**config.mk**
```make
export PLATFORM = sky130hd
export DESIGN_NAME = ffsa_cell
export DESIGN_NICKNAME = d
export VERILOG_FILES = /design/src/design/ffsa_pkg.sv /design/src/design/ffsa_cell.sv
export SDC_FILE = /design/constraint.sdc
export NUM_CORES = 1
export LEC_CHECK = 0
export BUFFER_PORTS_ARGS = -buffer_cell sky130_fd_sc_hd__clkbuf_2
export CORE_AREA = 2 2 159 161
export CTS_BUF_LIST = sky130_fd_sc_hd__clkbuf_8
export DETAILED_ROUTE_END_ITERATION = 8
export DIE_AREA = 0 0 161 163
export PLACE_DENSITY = 0.76
export REMOVE_ABC_BUFFERS = 1
export SKIP_LAST_GASP = 1
export SLEW_MARGIN = 20
export SYNTH_ARGS = -nofsm -noshare
export SYNTH_HDL_FRONTEND = slang
export SYNTH_SLANG_ARGS = --single-unit
```
**constraint.sdc**
```tcl
create_clock -name aclk -period 6.4 [get_ports aclk]
set_clock_uncertainty 0.1 [all_clocks]
set_input_delay 1.28 -clock aclk [delete_from_list [all_inputs] [get_ports aclk]]
set_output_delay 1.28 -clock aclk [all_outputs]
set_load 0.01 [all_outputs]
```
**src/design/ffsa_pkg.sv**
```systemverilog
package ffsa_pkg;

    localparam int OFF_W  = 25;
    localparam int SIZE_W = 26;
    localparam int SZ_W   = 27;
    localparam int STAT_W = 2;

    localparam logic FUNC_ALLOC   = 1'b0;
    localparam logic FUNC_RELEASE = 1'b1;

    localparam logic [STAT_W-1:0] ST_OK      = 2'd0;
    localparam logic [STAT_W-1:0] ST_NOMEM   = 2'd1;
    localparam logic [STAT_W-1:0] ST_BADADDR = 2'd2;
    localparam logic [STAT_W-1:0] ST_NULL    = 2'd3;

    typedef enum logic [2:0] {
        CMD_NONE,
        CMD_TAKE,
        CMD_SPLIT,
        CMD_APPEND,
        CMD_FREE,
        CMD_MERGE
    } cell_cmd_t;

    typedef struct packed {
        logic              func;
        logic [SIZE_W-1:0] req_size;
        logic [OFF_W-1:0]  address;
    } in_t;

    typedef struct packed {
        logic [OFF_W-1:0]  addr;
        logic [STAT_W-1:0] status;
    } out_t;

    typedef struct packed {
        logic [OFF_W-1:0]  off;
        logic [SIZE_W-1:0] size;
        logic              free;
    } seg_t;

    typedef struct packed {
        cell_cmd_t         cmd;
        logic [SZ_W-1:0]   sz;
        logic [OFF_W-1:0]  address;
        logic [OFF_W-1:0]  app_off;
        logic [SIZE_W-1:0] app_size;
    } cell_ctl_t;

    typedef struct packed {
        logic             fit;
        logic             split_ok;
        logic             hit;
        logic             merge;
        logic [OFF_W-1:0] payload;
    } cell_stat_t;

endpackage

```
**src/design/ffsa_cell.sv**
```systemverilog
module ffsa_cell import ffsa_pkg::*; #(
    parameter int HEADER_BYTES = 32,
    parameter int PW           = 7,
    parameter int IDX          = 0
) (
    input  logic       aclk,
    input  cell_ctl_t  ctl,
    input  logic [PW-1:0] ptr,
    input  logic [PW-1:0] count,
    input  seg_t       left_seg,
    input  seg_t       left_tail,
    input  seg_t       right_seg,
    output seg_t       seg,
    output seg_t       tail,
    output cell_stat_t stat
);

    localparam int XW = SZ_W + 1;
    localparam logic [PW:0] IDX_X = (PW + 1)'(IDX);
    localparam logic [XW-1:0] HDR_X = XW'(HEADER_BYTES);

    seg_t seg_reg;
    seg_t seg_next;

    logic [PW:0]   ptr_x;
    logic [PW:0]   ptr_p1;
    logic [PW:0]   cnt_x;
    logic          sel;
    logic          in_range;
    logic          next_in;
    logic [XW-1:0] off_x;
    logic [XW-1:0] size_x;
    logic [XW-1:0] sz_x;
    logic [XW-1:0] pay_x;
    logic [XW-1:0] end_x;
    logic [SIZE_W-1:0] merged_size;

    assign ptr_x    = {1'b0, ptr};
    assign ptr_p1   = ptr_x + 1'b1;
    assign cnt_x    = {1'b0, count};
    assign sel      = ptr_x == IDX_X;
    assign in_range = IDX_X < cnt_x;
    assign next_in  = (IDX_X + 1'b1) < cnt_x;

    assign off_x  = XW'(seg_reg.off);
    assign size_x = XW'(seg_reg.size);
    assign sz_x   = XW'(ctl.sz);
    assign pay_x  = off_x + HDR_X;
    assign end_x  = pay_x + size_x;
    assign merged_size = SIZE_W'(size_x + XW'(right_seg.size) + HDR_X);

    // tail that a split hands to the right neighbor
    assign tail.off  = OFF_W'(pay_x + sz_x);
    assign tail.size = SIZE_W'(size_x - sz_x - HDR_X);
    assign tail.free = 1'b1;

    always_comb begin
        stat = '0;
        if (sel) begin
            stat.fit      = in_range && seg_reg.free && (size_x >= sz_x);
            stat.split_ok = size_x > (sz_x + HDR_X + 1'b1);
            stat.hit      = in_range && (OFF_W'(pay_x) == ctl.address);
            stat.merge    = next_in && seg_reg.free && right_seg.free
                            && (end_x == XW'(right_seg.off));
            stat.payload  = OFF_W'(pay_x);
        end
    end

    always_comb begin
        seg_next = seg_reg;
        unique case (ctl.cmd)
            CMD_NONE: begin
            end
            CMD_TAKE: begin
                if (sel) begin
                    seg_next.free = 1'b0;
                end
            end
            CMD_SPLIT: begin
                if (sel) begin
                    seg_next.size = SIZE_W'(ctl.sz);
                    seg_next.free = 1'b0;
                end else if (IDX_X == ptr_p1) begin
                    seg_next = left_tail;
                end else if (IDX_X > ptr_p1) begin
                    seg_next = left_seg;
                end
            end
            CMD_APPEND: begin
                if (IDX_X == cnt_x) begin
                    seg_next.off  = ctl.app_off;
                    seg_next.size = ctl.app_size;
                    seg_next.free = 1'b1;
                end
            end
            CMD_FREE: begin
                if (sel) begin
                    seg_next.free = 1'b1;
                end
            end
            CMD_MERGE: begin
                if (sel) begin
                    seg_next.size = merged_size;
                end else if (IDX_X > ptr_x) begin
                    seg_next = right_seg;
                end
            end
            default: begin
            end
        endcase
    end

    always_ff @(posedge aclk) begin
        seg_reg <= seg_next;
    end

    assign seg = seg_reg;

endmodule

```
==> results.toml <==
[critical_path]
worst_r2r_endpoint = "seg[26]"
timing.critical_path.to = "stat[25]"
start_kind = "flop"
worstReg2RegStart = "seg[2]"
path_class = "flop to primary output"
r2r_setup_slack_ps = 1730
worst-r2r-cell-count = 12
setup.worst_path.end_class = "primary output"
endpoint_arrival_time_on_the_critical_path_ps = 4690
required_ps = 5020
start_point_of_the_critical_path = "seg[38]"
timing.critical_path.fanout_max = 5

[synthesis]
synth_commonest_cells = "ha_1 (201), inv_1 (141), a21oi_1 (111)"
part_of_the_yosys_area_used_for_sequential_elements_pct = 13.6
yosysMostFrequentCell = "ha_1"
synth_cells = 1476
syn_avg_cell_area_um2 = 7.76
async_s_r_ff_share_synth_pct = 0
synth_edf_count = 52
synth_top_cells_by_area = "ha_1 (22%), edfxtp_1 (14%), xnor2_1 (8.4%)"
synth_top_area_share_pct = 22.0
netlist.top_cell.by_area = "ha_1"
ys_seq_elements = 52
netlist_area_pre_place_um2 = 11500
synth_ff_type = "edfxtp_1"
yosys_warnings = 0
synthDistinctLibCells = 72

[power_and_ir_drop]
switching_share_pct = 40.1
seqPwrFrac_pct = 29.3
cellPowerDensity_nw_per_um2 = 93.2
leakage_nw = 6.73
maximum_resistive_drop_on_vdd_v = 0.000112
power.share.combinational_pct = 50.4
p_switching_mw = 0.525
pwr-share-clk_pct = 20.3
cellInternalPower_mw = 0.785

[die]
initial_utilization_pct = 46.4
std_cell_rows = 58
floorplan.core_area_um2 = 24700
fp.dieH_um = 163
die-width_um = 161
floorplan.die_area_um2 = 26200
ioPinCount = 410

[min_path]
worstHoldPathType = "flop to flop"

[cells_and_area]
nets = 2316
fill_cells = 2390
fraction_of_layout_cells_with_a_size_suffix_above_1_pct = 24.5
area_delta_synth_final_pct = 22.7
inserted_diodes = 0
largest_reg_flops = 52

[timing]
relSlewSlack_pct = 25.1
timing.final.crit_period_ps = 6070
unrepaired_setup_endpoints_after_global_routing = "no"
worst-slew-pin-transition_ps = 1120
timing_hold_violations_final = 0
timing.final.setup_violations = 0
report.final.slew_viol_count = 0
timing.final.ws_setup_ps = 332
final_period_utilization_pct = 94.8
fmax_mhz = 165
tns_ps = 0

[grt]
grt_first_pass_wirelength_um = 64800
first_global_vias = 12300
grt-ovfl-total = 0
grt_max_degree = 68
grtUsageTotal_pct = 31.3
antenna_violations_before_repair = 0

[clock_network]
cts.sinks = 52
clk_transition_reported_paths_ps = 130
h-tree-depth = 2
cts_made_buffers = 5
insertion_delay_ps = 340
clock_root_buffer_master = "clkbuf_8"
clock_path_buffers = 2
tritoncts = "done"

[placement]
input_output_buffers = 356
dp_hpwl_um = 35100
placement.setup.worst_slack_ps = 121
finalWeightedCongestion = 0.962

[routing]
route.detailed.wl_per_inst_um = 19.8
antenna_left = 0
post_drt_via_cell_ratio = 5.95
vias = 12900
drt_pre_antenna_iters = 5
drt_iter0_drc = 1091
wl_um = 42900
remaining_drc_errors = 0

[job]
timing.max_cap.violations = 0

[run_status]
status = "finished clean"
==> stage by stage <==
step / util [%] / total power, mW / hold WS (ps) / instance area, µm² / cells
after CTS: 56.6 / 1.31 / 1080 / 14000 / 2160
after detailed placement: 55.7 / 1.04 / 1050 / 13700 / 2148
final: 57.0 / 1.31 / 1100 / 14100 / 2163
after global placement: 55.7 / 1.02 / 1010 / 13700 / 2148
after global routing: 57.0 / 1.39 / 1140 / 14100 / 2163
after floorplan: - / 0.777 / 886 / 11300 / 1427
==> power groups by stage <==
stage          combinational (mW)  clock (mW)  sequential [mW]
2_1_floorplan               0.387           0            0.391
3_3_place_gp                0.634           0            0.391
3_5_place_dp                0.646           0            0.391
4_1_cts                     0.651       0.273            0.383
5_1_grt                     0.724       0.278            0.384
6_report                    0.660       0.266            0.383
==> area by class of cell <==
cell class,instances,area (µm²),share of cell area (%)
clock buffers,5,68.8,0.490
clock inverters,3,46.3,0.329
inverters,141,529,3.77
multi-input cells,1234,9340,66.4
flip-flops and latches,52,1560,11.1
well taps,330,413,2.94
repair buffers,398,2100,14.9
==> cell usage in the layout, fill, tap and decap left out, drive strengths merged, types with 14 or more instances in the layout <==
master,instances
ha,201
o22a,25
buf,43
nor4,20
nand2,102
xnor2,110
a21oi,111
nand3,34
xor2,58
nand4,35
a222oi,16
inv,142
nor2,82
and2,16
clkbuf,360
o21bai,14
o22ai,61
o21a,17
edfxtp,52
a21o,40
a31oi,24
o21ai,89
nor3,23
==> worst min-delay path by stage <==
stage | startpoint | endpoint | slack [ps] | depth (start not counted)
floorplan | seg[26] | seg[26] | 890 | 4
global placement | seg[26] | seg[26] | 1010 | 4
detailed placement | seg[26] | seg[26] | 1050 | 4
CTS | seg[26] | seg[26] | 1080 | 4
global route | ctl[18] | seg[19] | 1140 | 3
finish | seg[26] | seg[26] | 1100 | 4
==> worst max-delay path, stage by stage (launching register included) <==
cell	delay [ps]
edfxtp_1	390
nand3_1	140
or3_4	390
or2_2	330
nor2b_2	170
xnor2_2	170
inv_2	110
ha_4	300
a21o_1	170
o32ai_1	110
or4_1	540
nor4_2	180
nand4_1	140
nor4_2	170
nand4_1	170
or4_4	480
nor4_2	210
buf_2	170
==> metal layers <==
metal	track usage, %	vias up	share of wire (%)	routed length (µm)
met5	0	-	0	0
met4	12.1	0	3.7	1600
met3	4.13	108	7.8	3360
met2	53.2	660	46	19800
met1	40.4	5910	42	18100
li1	-	6198	-	-
==> cell families after synthesis <==
| group | share of synthesized area [%] |
|---|---|
| buffers and inverters | 6.40 |
| multiplexers | 0.459 |
| AND/OR/NAND/NOR | 15.9 |
| flip-flops | 13.6 |
| AO/OA/AOI/OAI | 27.7 |
| other | 0.0327 |
| XOR/XNOR | 12.9 |
| adder cells (fa/ha/maj) | 23.0 |
==> what timing repair did <==
action | CTS | global route
endpoints found under the hold margin | 0 | 0
resized for setup | 10 | 16
buffers inserted | 4 | 3
pin swaps | 1 | 8
hold buffers | 0 | 0
setup endpoints to repair | 1 | 1
No activity file was read; power rests on OpenSTA's default activity.
