--- config.mk ---
export PLATFORM = sky130hd
export DESIGN_NAME = ffsa_div
export DESIGN_NICKNAME = d
export VERILOG_FILES = /design/src/design/ffsa_div.sv
export SDC_FILE = /design/constraint.sdc
export NUM_CORES = 1
export LEC_CHECK = 0
export ABC_AREA = 1
export BUFFER_PORTS_ARGS = -buffer_cell sky130_fd_sc_hd__buf_4
export CORE_MARGIN = 5
export CORE_UTILIZATION = 36
export CTS_CLUSTER_DIAMETER = 120
export CTS_CLUSTER_SIZE = 28
export DETAILED_ROUTE_END_ITERATION = 8
export PLACE_DENSITY = 0.81
export REMOVE_ABC_BUFFERS = 1
export SYNTH_ARGS = -nofsm -noshare
export SYNTH_HDL_FRONTEND = slang
export SYNTH_SLANG_ARGS = --single-unit
--- constraint.sdc ---
create_clock -name aclk -period 0.8 [get_ports aclk]
set_input_delay 0.16 -clock aclk [delete_from_list [all_inputs] [get_ports aclk]]
set_output_delay 0.16 -clock aclk [all_outputs]
set_load 0.05 [all_outputs]
--- src/design/ffsa_div.sv ---
module ffsa_div #(
    parameter int DIVISOR = 4096,
    parameter int NUM_W   = 28
) (
    input  logic             aclk,
    input  logic             aresetn,
    input  logic             start,
    input  logic [NUM_W-1:0] num,
    output logic             busy,
    output logic [NUM_W-1:0] quot
);

    localparam int RW = $clog2(DIVISOR);
    localparam int SH = NUM_W + RW;
    localparam int MW = NUM_W + 2;
    localparam int PW = NUM_W + MW;
    localparam longint unsigned RECIP_V =
        ((64'd1 << SH) + 64'(DIVISOR) - 64'd1) / 64'(DIVISOR);
    localparam logic [MW-1:0] RECIP = MW'(RECIP_V);

    logic [PW-1:0] prod_reg;
    logic          busy_reg;

    // floor(num / DIVISOR) by multiplying with the rounded-up reciprocal
    always_ff @(posedge aclk) begin
        if (!aresetn) begin
            busy_reg <= 1'b0;
        end else begin
            busy_reg <= start;
        end
        if (start) begin
            prod_reg <= PW'(num) * PW'(RECIP);
        end
    end

    assign busy = busy_reg;
    assign quot = NUM_W'(prod_reg >> SH);

endmodule

==> reports/metrics.json, run 1 <==
{
  "outcome": {
    "status": "complete, but fails checks",
    "failed_checks": "negative setup slack"
  },
  "detailed_routing": {
    "viasPerCell": 3.93,
    "via_count": 338,
    "drt_iter0_drc": 9,
    "dr.pass1.iters": 4,
    "routed_wirelength_um": 1030,
    "routed_wire_length_per_instance_um": 11.9,
    "detail_route.drc_violations": 0,
    "antenna_nets_post_route": 0
  },
  "finish": {
    "mostFrequentLayoutCell": "buf_4",
    "nets": 102,
    "fill_cells": 135,
    "final-instance-count-excl-fill": 86,
    "finalCoreUtilization": 0.604,
    "final_layout_size_suffix_gt1_frac": 0.557,
    "layout.cells.most_common_list": "18 x buf_4, 16 x buf_6, 16 x edfxtp_1, 12 x conb_1, 3 x clkbuf_4",
    "post-route-cell-area_sq_um": 931,
    "layout_area_overhead_pct": 54.7,
    "antenna-diode-count": 0,
    "max_reg_flops": 16
  },
  "logic_synthesis": {
    "synth_cell_types": 6,
    "synthesis.instances": 32,
    "synth_sequential_area_ratio": 0.832,
    "syn-cell-area_sq_um": 602,
    "yosys_register_bits": 17,
    "synth-warning-count": 0,
    "syn_avg_cell_area_sq_um": 18.8
  },
  "placement": {
    "gp_weighted_congestion": 0.624,
    "io_buffers": 35,
    "placed_cell_area_sq_um": 836,
    "placed_cells": 82,
    "dpl_worst_slack_ns": 0.0691,
    "place_hpwl_um": 850
  },
  "timing": {
    "worst_slack_ns": -0.208,
    "worst_hold_slack_ns": 0.0513,
    "fin_setup_tns_ns": -3.18,
    "hold_viol": 0,
    "timing.final.crit_period_ns": 1.01,
    "rsz0062_at_grt": "yes",
    "final-max-slew-violation-count": 0,
    "max_freq_mhz": 992,
    "setup-violations-final": 17,
    "layout_worst_path_cycle_share": 1.26
  },
  "critical_path": {
    "cp-start-kind": "flip-flop",
    "buffers_plus_inverters_on_the_worst_setup_path": 1,
    "critical-path-max-stage-delay_ns": 0.40,
    "largest_delay_share_family_worst_path": "flip-flops",
    "crit_required_ns": 0.64,
    "cp_data_arrival_time_ns": 0.85,
    "timing.critical_path.cells": "buf_6",
    "cp_max_stage_cell": "edfxtp_1",
    "worstSetupPathType": "flip-flop to output port",
    "timing.critical_path.fanout_max": 1,
    "critical_path.endpoint_type": "output port"
  },
  "global_routing": {
    "antenna_found_initial": 0,
    "largest_net_degree_at_the_start_of_global_routing": 18,
    "vias_in_the_first_global_route": 335,
    "global_route_wire_length_before_repair_um": 1400,
    "grt-ovfl-total": 0,
    "grt_util_all_layers": 0.0736
  },
  "power": {
    "peakVddDrop_mv": 1.51,
    "total_power_mw": 2.09,
    "leak_pwr_nw": 0.420,
    "power.density_mw_per_mm2": 2250
  },
  "clock_network": {
    "clk_pin_slew_ns": 0.09,
    "clockBufferDepth": 2,
    "cts.sinks": 17,
    "postCtsSetupRepairBufs": 0,
    "cts_inserted_buffers": 3,
    "cts_tree": "done",
    "cts_htree_levels": 1,
    "root_buffer": "clkbuf_4"
  },
  "run": {
    "cap_violations": 0
  },
  "floorplanning": {
    "io_pins": 60,
    "initial_utilization": 0.390,
    "die_w_um": 50.9,
    "die_area_sq_mm": 0.00259,
    "chipHeight_um": 50.9,
    "placementRows": 14,
    "core_area_sq_mm": 0.00154
  },
  "hold_path": {
    "whs_path_depth": 1,
    "timing.hold.worst.class": "input pin to flip-flop",
    "min-delay-start": "num[23]",
    "hold-path-endpoint": "prod_reg[51]$_DFFE_PP_"
  }
}
-- synth_stat cells (all sizes together) --
master | n | share of area
nand2 | 1 | 0.0062
dfxtp | 1 | 0.033
buf | 12 | 0.15
edfxtp | 16 | 0.80
inv | 1 | 0.0062
conb | 1 | 0.0062
-- timing repair --
item,CTS,global route
gates cloned,0,0
endpoints found under the setup margin,17,17
hold endpoints to repair,0,0
gates resized for setup,19,0
hold buffers,0,0
-- report_power, final --
part	internal (mW)	leakage, nW	switching (mW)
Sequential	1.05	0.165	0.0301
Clock	0.193	0.0150	0.231
Combinational	0.180	0.239	0.409
-- worst max path at each step --
stage | depth (start not counted) | slack [ns] | startpoint | endpoint
after floorplan | 0 | 0.04 | prod_reg[40]$_DFFE_PP_ | quot[0]
after global routing | 1 | -0.24 | prod_reg[43]$_DFFE_PP_ | quot[3]
after detailed placement | 1 | 0.07 | prod_reg[45]$_DFFE_PP_ | quot[5]
after CTS | 1 | -0.23 | prod_reg[45]$_DFFE_PP_ | quot[5]
final | 1 | -0.21 | prod_reg[45]$_DFFE_PP_ | quot[5]
after global placement | 1 | 0.10 | prod_reg[46]$_DFFE_PP_ | quot[6]
-- cell families (layout without fill, tap and decap cells) --
family	Yosys count	in the layout	synth area share
DFF	17	17	0.832
buffers and inverters	13	40	0.156
other	1	12	0.00623
and+or+nand+nor	1	1	0.00623
-- metal layers --
layer	wire length, um	GRT usage	vias up
met5	0	0	-
met4	0	0.0128	0
met3	184	0.0610	0
met2	580	0.136	29
met1	260	0.0582	148
li1	-	-	161
-- area by class of cell --
| cell class | count | area (sq um) | area share |
|---|---|---|---|
| inverters | 1 | 3.75 | 0.00403 |
| repair buffers | 35 | 330 | 0.355 |
| clock buffers | 4 | 26.3 | 0.0282 |
| multi-input cells | 13 | 48.8 | 0.0524 |
| well taps | 16 | 20.0 | 0.0215 |
| flip-flops and latches | 17 | 502 | 0.539 |
No activity file was read; power rests on OpenSTA's default activity.
==> inputs of run 2 (changes only) <==
Settings changed: CORE_UTILIZATION 36 to 38, CTS_BUF_LIST from default to sky130_fd_sc_hd__clkbuf_2 sky130_fd_sc_hd__clkbuf_4 sky130_fd_sc_hd__clkbuf_8, PLACE_DENSITY 0.81 to 0.85.
==> run 2 against run 1 <==
Net effect: the run still ends with negative setup slack left; non-clock buffer count stayed put; largest cell class unchanged; routed wire length fell by 9.4%; clock-buffer cell count unchanged; largest power group unchanged; core utilization rose by 1.7 points; die area fell by 4.2%; via count is 4.4% lower; first-iteration DRC count decreased by 100%; global-route usage is 0.27 points lower; sequential share of layout area down 0.22 points.
==> reports/metrics.json, run 2 (synthesized netlist as in run 1, its figures left out) <==
{
  "critical_path": {
    "timing.critical_path.fanout_max": {"value": 1, "change": "unchanged"},
    "worstSetupPathType": {"value": "flip-flop to output port", "change": "unchanged"},
    "cp_max_stage_cell": {"value": "edfxtp_1", "change": "unchanged"},
    "largest_delay_share_family_worst_path": {"value": "flip-flops", "change": "unchanged"},
    "critical_path.endpoint_type": {"value": "output port", "change": "unchanged"},
    "buffers_plus_inverters_on_the_worst_setup_path": {"value": 1, "change": "unchanged"},
    "critical-path-max-stage-delay": {"value": 0.39, "unit": "ns", "change": "was 0.40 ns"},
    "cp-start-kind": {"value": "flip-flop", "change": "unchanged"},
    "timing.critical_path.cells": {"value": "buf_6", "change": "unchanged"},
    "cp_data_arrival_time": {"value": 0.83, "unit": "ns", "change": "was 0.85 ns"},
    "crit_required": {"value": 0.64, "unit": "ns", "change": "about the same"}
  },
  "floorplanning": {
    "chipHeight": {"value": 49.8, "unit": "um", "change": "was 50.9 um"},
    "placementRows": {"value": 14, "change": "unchanged"},
    "initial_utilization": {"value": 0.400, "change": "was 0.390"},
    "io_pins": {"value": 60, "change": "unchanged"},
    "core_area": {"value": 0.00151, "unit": "sq mm", "change": "was 0.00154 sq mm"},
    "die_w": {"value": 49.8, "unit": "um", "change": "was 50.9 um"},
    "die_area": {"value": 0.00248, "unit": "sq mm", "change": "was 0.00259 sq mm"}
  },
  "timing": {
    "worst_hold_slack": {"value": 0.0572, "unit": "ns", "change": "was 0.0513 ns"},
    "max_freq": {"value": 1010, "unit": "MHz", "change": "was 992 MHz"},
    "timing.final.crit_period": {"value": 0.990, "unit": "ns", "change": "was 1.01 ns"},
    "setup-violations-final": {"value": 17, "change": "unchanged"},
    "final-max-slew-violation-count": {"value": 0, "change": "unchanged"},
    "fin_setup_tns": {"value": -3.02, "unit": "ns", "change": "was -3.18 ns"},
    "hold_viol": {"value": 0, "change": "unchanged"},
    "rsz0062_at_grt": {"value": "yes", "change": "unchanged"},
    "worst_slack": {"value": -0.190, "unit": "ns", "change": "was -0.208 ns"},
    "layout_worst_path_cycle_share": {"value": 1.24, "change": "was 1.26"}
  },
  "finish": {
    "layout_area_overhead": {"value": 55.3, "unit": "%", "change": "was 54.7%"},
    "antenna-diode-count": {"value": 0, "change": "unchanged"},
    "nets": {"value": 102, "change": "unchanged"},
    "post-route-cell-area": {"value": 935, "unit": "sq um", "change": "was 931 sq um"},
    "final-instance-count-excl-fill": {"value": 86, "change": "unchanged"},
    "max_reg_flops": {"value": 16, "change": "unchanged"},
    "layout.cells.most_common_list": {"value": "18 x buf_4, 16 x buf_6, 16 x edfxtp_1, 12 x conb_1, 4 x clkbuf_4", "change": "was 18 x buf_4, 16 x buf_6, 16 x edfxtp_1, 12 x conb_1, 3 x clkbuf_4"},
    "mostFrequentLayoutCell": {"value": "buf_4", "change": "unchanged"},
    "final_layout_size_suffix_gt1_frac": {"value": 0.571, "change": "was 0.557"}
  },
  "run": {
    "cap_violations": {"value": 0, "change": "unchanged"}
  },
  "clock_network": {
    "cts_htree_levels": {"value": 1, "change": "unchanged"},
    "clockBufferDepth": {"value": 2, "change": "unchanged"},
    "clk_pin_slew": {"value": 0.09, "unit": "ns", "change": "about the same"},
    "root_buffer": {"value": "clkbuf_4", "change": "unchanged"},
    "cts.sinks": {"value": 17, "change": "unchanged"},
    "cts_tree": {"value": "done", "change": "unchanged"},
    "cts_inserted_buffers": {"value": 3, "change": "unchanged"}
  },
  "detailed_routing": {
    "dr.pass1.iters": {"value": 1, "change": "was 4"},
    "via_count": {"value": 323, "change": "was 338"},
    "routed_wirelength": {"value": 930, "unit": "um", "change": "was 1030 um"},
    "viasPerCell": {"value": 3.76, "change": "was 3.93"},
    "antenna_nets_post_route": {"value": 0, "change": "unchanged"},
    "drt_iter0_drc": {"value": 0, "change": "was 9"},
    "detail_route.drc_violations": {"value": 0, "change": "unchanged"},
    "routed_wire_length_per_instance": {"value": 10.8, "unit": "um", "change": "was 11.9 um"}
  },
  "power": {
    "total_power": {"value": 2.12, "unit": "mW", "change": "was 2.09 mW"},
    "leak_pwr": {"value": 0.423, "unit": "nW", "change": "was 0.420 nW"},
    "p_int": {"value": 1.46, "unit": "mW", "change": "was 1.42 mW"},
    "power.sequential.fraction": {"value": 0.508, "change": "was 0.516"},
    "peakVddDrop": {"value": 1.30, "unit": "mV", "change": "was 1.51 mV"},
    "power.share.combinational": {"value": 0.277, "change": "was 0.282"},
    "power.switching": {"value": 662, "unit": "uW", "change": "was 670 uW"},
    "netSwitchingFraction": {"value": 0.313, "change": "was 0.320"},
    "clock_power_frac": {"value": 0.214, "change": "was 0.203"},
    "power.density": {"value": 2270, "unit": "mW/mm^2", "change": "was 2250 mW/mm^2"}
  },
  "global_routing": {
    "antenna_found_initial": {"value": 0, "change": "unchanged"},
    "grt-ovfl-total": {"value": 0, "change": "unchanged"},
    "largest_net_degree_at_the_start_of_global_routing": {"value": 18, "change": "unchanged"},
    "vias_in_the_first_global_route": {"value": 328, "change": "was 335"},
    "grt_util_all_layers": {"value": 0.0709, "change": "was 0.0736"},
    "global_route_wire_length_before_repair": {"value": 1350, "unit": "um", "change": "was 1400 um"}
  },
  "outcome": {
    "status": {"value": "complete, but fails checks", "change": "unchanged"},
    "failed_checks": {"value": "negative setup slack", "change": "unchanged"}
  },
  "hold_path": {
    "timing.hold.worst.class": {"value": "input pin to flip-flop", "change": "unchanged"}
  },
  "placement": {
    "gp_weighted_congestion": {"value": 0.623, "change": "was 0.624"},
    "placed_cell_area": {"value": 836, "unit": "sq um", "change": "unchanged"},
    "io_buffers": {"value": 35, "change": "unchanged"},
    "placed_cells": {"value": 82, "change": "unchanged"},
    "place_hpwl": {"value": 792, "unit": "um", "change": "was 850 um"}
  }
}
==> run 2: cell count changes in the layout (fill, tap and decap cells not counted) <==
cell	previous run	this run
clkbuf_4	3	4
clkbuf_1	1	0
==> run 2: metal layers <==
layer,part of all wire,GRT usage
met3,0.16,0.0301
met5,0,0
met2,0.51,0.119
met4,0,0.0393
met1,0.33,0.0734
==> run 2: final timing paths <==
path                   start                      to  slack [ns]  cells past startpoint
max   prod_reg[43]$_DFFE_PP_                 quot[3]       -0.19                      1
min                  num[15]  prod_reg[43]$_DFFE_PP_        0.06                      1
==> run 2: repair_timing <==
action                     CTS  global route
setup endpoints to repair   17            17
pin swaps                    0             0
resized for setup           19             0
hold buffers                 0             0
setup buffers                0             0
==> run 2: through the flow <==
stage,util,worst slack (ns)
floorplan,-,0.0394
global placement,0.555,0.104
detailed placement,0.555,0.0900
CTS,0.620,-0.207
global route,0.620,-0.250
finish,0.620,-0.190
==> run 2: final cells by class <==
cell class / instances / area [sq um]
timing repair buffer: 35 / 330
tap: 16 / 20.0
fill: 115 / 572
multi-input combinational: 13 / 48.8
inverter: 1 / 3.75
clock buffer: 4 / 30.0
sequential: 17 / 502
==> run 2: power by group through the flow <==
stage / Clock, mW / Sequential (mW) / Combinational (mW)
after floorplan: 0 / 1.33 / 0.123
after global placement: 0 / 1.08 / 0.547
after detailed placement: 0 / 1.08 / 0.549
after CTS: 0.476 / 1.08 / 0.591
after global routing: 0.533 / 1.09 / 0.605
final: 0.454 / 1.08 / 0.588
==> inputs of run 3 (changes only) <==
Settings changed: CORE_MARGIN 5 to default.
==> run 3 against run 2 <==
Net effect: the run still ends with negative setup slack left; fmax fell by 1.9%; worst setup slack got worse by 0.019 ns; total power rose by 0.38%; clock-buffer cell count did not move; design area fell by 0.13%; combinational power barely moved; sequential power barely moved; sequential share of layout area rose by 0.072 points; critical path depth did not move; non-clock buffer count did not move; cell count fell by 1.2%; die area fell by 30%.
==> reports/metrics.json, run 3 (synthesized netlist as in run 1, its figures left out) <==
{
  "outcome": {
    "status": {"value": "complete, but fails checks", "change": "unchanged"},
    "failed_checks": {"value": "negative setup slack", "change": "unchanged"}
  },
  "detailed_routing": {
    "routed_wire_length_per_instance": {"value": 10.1, "unit": "um", "change": "was 10.8 um"},
    "viasPerCell": {"value": 4.06, "change": "was 3.76"},
    "dr.pass1.iters": {"value": 2, "change": "was 1"},
    "detail_route.drc_violations": {"value": 0, "change": "unchanged"},
    "via_count": {"value": 345, "change": "was 323"},
    "antenna_nets_post_route": {"value": 0, "change": "unchanged"},
    "routed_wirelength": {"value": 855, "unit": "um", "change": "was 930 um"},
    "drt_iter0_drc": {"value": 6, "change": "was 0"}
  },
  "clock_network": {
    "postCtsSetupRepairBufs": {"value": 0, "change": "unchanged"},
    "clk_pin_slew": {"value": 0.09, "unit": "ns", "change": "about the same"},
    "cts.sinks": {"value": 17, "change": "unchanged"},
    "cts_inserted_buffers": {"value": 3, "change": "unchanged"},
    "cts_htree_levels": {"value": 1, "change": "unchanged"},
    "root_buffer": {"value": "clkbuf_4", "change": "unchanged"},
    "clockBufferDepth": {"value": 2, "change": "unchanged"},
    "cts_tree": {"value": "done", "change": "unchanged"}
  },
  "placement": {
    "placed_cell_area": {"value": 835, "unit": "sq um", "change": "was 836 sq um"},
    "place_hpwl": {"value": 671, "unit": "um", "change": "was 792 um"},
    "gp_weighted_congestion": {"value": 0.619, "change": "was 0.623"},
    "io_buffers": {"value": 35, "change": "unchanged"},
    "dpl_worst_slack": {"value": 0.0855, "unit": "ns", "change": "was 0.0900 ns"}
  },
  "critical_path": {
    "buffers_plus_inverters_on_the_worst_setup_path": {"value": 1, "change": "unchanged"},
    "crit_required": {"value": 0.64, "unit": "ns", "change": "about the same"},
    "cp_max_stage_cell": {"value": "edfxtp_1", "change": "unchanged"},
    "critical-path-max-stage-delay": {"value": 0.40, "unit": "ns", "change": "was 0.39 ns"},
    "timing.critical_path.cells": {"value": "buf_6", "change": "unchanged"},
    "critical_path.endpoint_type": {"value": "output port", "change": "unchanged"},
    "cp_data_arrival_time": {"value": 0.85, "unit": "ns", "change": "was 0.83 ns"},
    "cp-start-kind": {"value": "flip-flop", "change": "unchanged"},
    "timing.critical_path.fanout_max": {"value": 1, "change": "unchanged"},
    "cp-startpoint": {"value": "prod_reg[54]$_DFFE_PP_", "change": "was prod_reg[43]$_DFFE_PP_"},
    "worstSetupPathType": {"value": "flip-flop to output port", "change": "unchanged"},
    "largest_delay_share_family_worst_path": {"value": "flip-flops", "change": "unchanged"}
  },
  "timing": {
    "worst_hold_slack": {"value": 0.0543, "unit": "ns", "change": "was 0.0572 ns"},
    "final-max-slew-violation-count": {"value": 0, "change": "unchanged"},
    "timing.final.crit_period": {"value": 1.01, "unit": "ns", "change": "was 0.990 ns"},
    "layout_worst_path_cycle_share": {"value": 1.26, "change": "was 1.24"},
    "worst_slack": {"value": -0.209, "unit": "ns", "change": "was -0.190 ns"},
    "setup-violations-final": {"value": 17, "change": "unchanged"},
    "rsz0062_at_grt": {"value": "yes", "change": "unchanged"},
    "max_freq": {"value": 991, "unit": "MHz", "change": "was 1010 MHz"},
    "fin_setup_tns": {"value": -3.13, "unit": "ns", "change": "was -3.02 ns"},
    "hold_viol": {"value": 0, "change": "unchanged"}
  },
  "finish": {
    "mostFrequentLayoutCell": {"value": "buf_4", "change": "unchanged"},
    "layout.cells.most_common_list": {"value": "18 x buf_4, 16 x buf_6, 16 x edfxtp_1, 12 x conb_1, 4 x clkbuf_4", "change": "unchanged"},
    "post-route-cell-area": {"value": 933, "unit": "sq um", "change": "was 935 sq um"},
    "fill_cells": {"value": 107, "change": "was 115"},
    "antenna-diode-count": {"value": 0, "change": "unchanged"},
    "layout_area_overhead": {"value": 55.1, "unit": "%", "change": "was 55.3%"},
    "max_reg_flops": {"value": 16, "change": "unchanged"},
    "finalCoreUtilization": {"value": 0.675, "change": "was 0.620"},
    "final_layout_size_suffix_gt1_frac": {"value": 0.571, "change": "unchanged"},
    "nets": {"value": 102, "change": "unchanged"}
  },
  "global_routing": {
    "vias_in_the_first_global_route": {"value": 312, "change": "was 328"},
    "largest_net_degree_at_the_start_of_global_routing": {"value": 18, "change": "unchanged"},
    "antenna_found_initial": {"value": 0, "change": "unchanged"},
    "global_route_wire_length_before_repair": {"value": 1300, "unit": "um", "change": "was 1350 um"},
    "grt_util_all_layers": {"value": 0.106, "change": "was 0.0709"},
    "grt-ovfl-total": {"value": 0, "change": "unchanged"}
  },
  "power": {
    "power.density": {"value": 2280, "unit": "mW/mm^2", "change": "was 2270 mW/mm^2"},
    "p_int": {"value": 1.46, "unit": "mW", "change": "about the same"},
    "power.share.combinational": {"value": 0.277, "change": "about the same"},
    "peakVddDrop": {"value": 1.52, "unit": "mV", "change": "was 1.30 mV"},
    "clock_power_frac": {"value": 0.216, "change": "was 0.214"},
    "leak_pwr": {"value": 0.423, "unit": "nW", "change": "unchanged"},
    "power.sequential.fraction": {"value": 0.507, "change": "was 0.508"},
    "power.switching": {"value": 670, "unit": "uW", "change": "was 662 uW"},
    "netSwitchingFraction": {"value": 0.315, "change": "was 0.313"}
  },
  "floorplanning": {
    "die_w": {"value": 41.8, "unit": "um", "change": "was 49.8 um"},
    "io_pins": {"value": 60, "change": "unchanged"},
    "die_area": {"value": 0.00175, "unit": "sq mm", "change": "was 0.00248 sq mm"},
    "chipHeight": {"value": 41.8, "unit": "um", "change": "was 49.8 um"},
    "core_area": {"value": 0.00138, "unit": "sq mm", "change": "was 0.00151 sq mm"},
    "placementRows": {"value": 13, "change": "was 14"},
    "initial_utilization": {"value": 0.435, "change": "was 0.400"}
  },
  "hold_path": {
    "min-delay-start": {"value": "num[15]", "change": "unchanged"},
    "timing.hold.worst.class": {"value": "input pin to flip-flop", "change": "unchanged"}
  },
  "run": {
    "cap_violations": {"value": 0, "change": "unchanged"}
  }
}
==> run 3: metal layers <==
metal / track usage / up-vias / share of wire
met5: 0 / - / 0
met4: 0.0774 / 0 / 0.013
met3: 0.0609 / 2 / 0.14
met2: 0.156 / 31 / 0.49
met1: 0.113 / 151 / 0.36
li1: - / 161 / -
==> run 3: final timing paths <==
kind  cells past startpoint                     end
min                       1  prod_reg[43]$_DFFE_PP_
max                       1                quot[14]
==> run 3: stage by stage <==
| stage | total power, mW | instances |
|---|---|---|
| global route | 2.21 | 85 |
| global placement | 1.63 | 81 |
| CTS | 2.14 | 85 |
| floorplan | 1.45 | 31 |
| finish | 2.13 | 85 |
| detailed placement | 1.63 | 81 |
==> run 3: power by group through the flow <==
stage	Combinational [mW]	Clock, mW	Sequential, mW
6_report	0.588	0.459	1.08
5_1_grt	0.604	0.516	1.09
3_3_place_gp	0.544	0	1.08
2_1_floorplan	0.123	0	1.33
3_5_place_dp	0.548	0	1.09
4_1_cts	0.588	0.475	1.08
==> run 3: layout make-up <==
| type | count | area, sq um | share of cell area |
|---|---|---|---|
| Tap cell | 15 | 18.8 | 0.0201 |
| Multi-Input combinational cell | 13 | 48.8 | 0.0523 |
| Clock buffer | 4 | 30.0 | 0.0322 |
| Timing Repair Buffer | 35 | 330 | 0.354 |
| Sequential cell | 17 | 502 | 0.538 |
| Inverter | 1 | 3.75 | 0.00402 |
==> run 3: repair_timing <==
item	CTS	global route
hold endpoints to repair	0	0
hold buffers	0	0
setup endpoints to repair	17	17
pin swaps	0	0
resized for setup	18	1
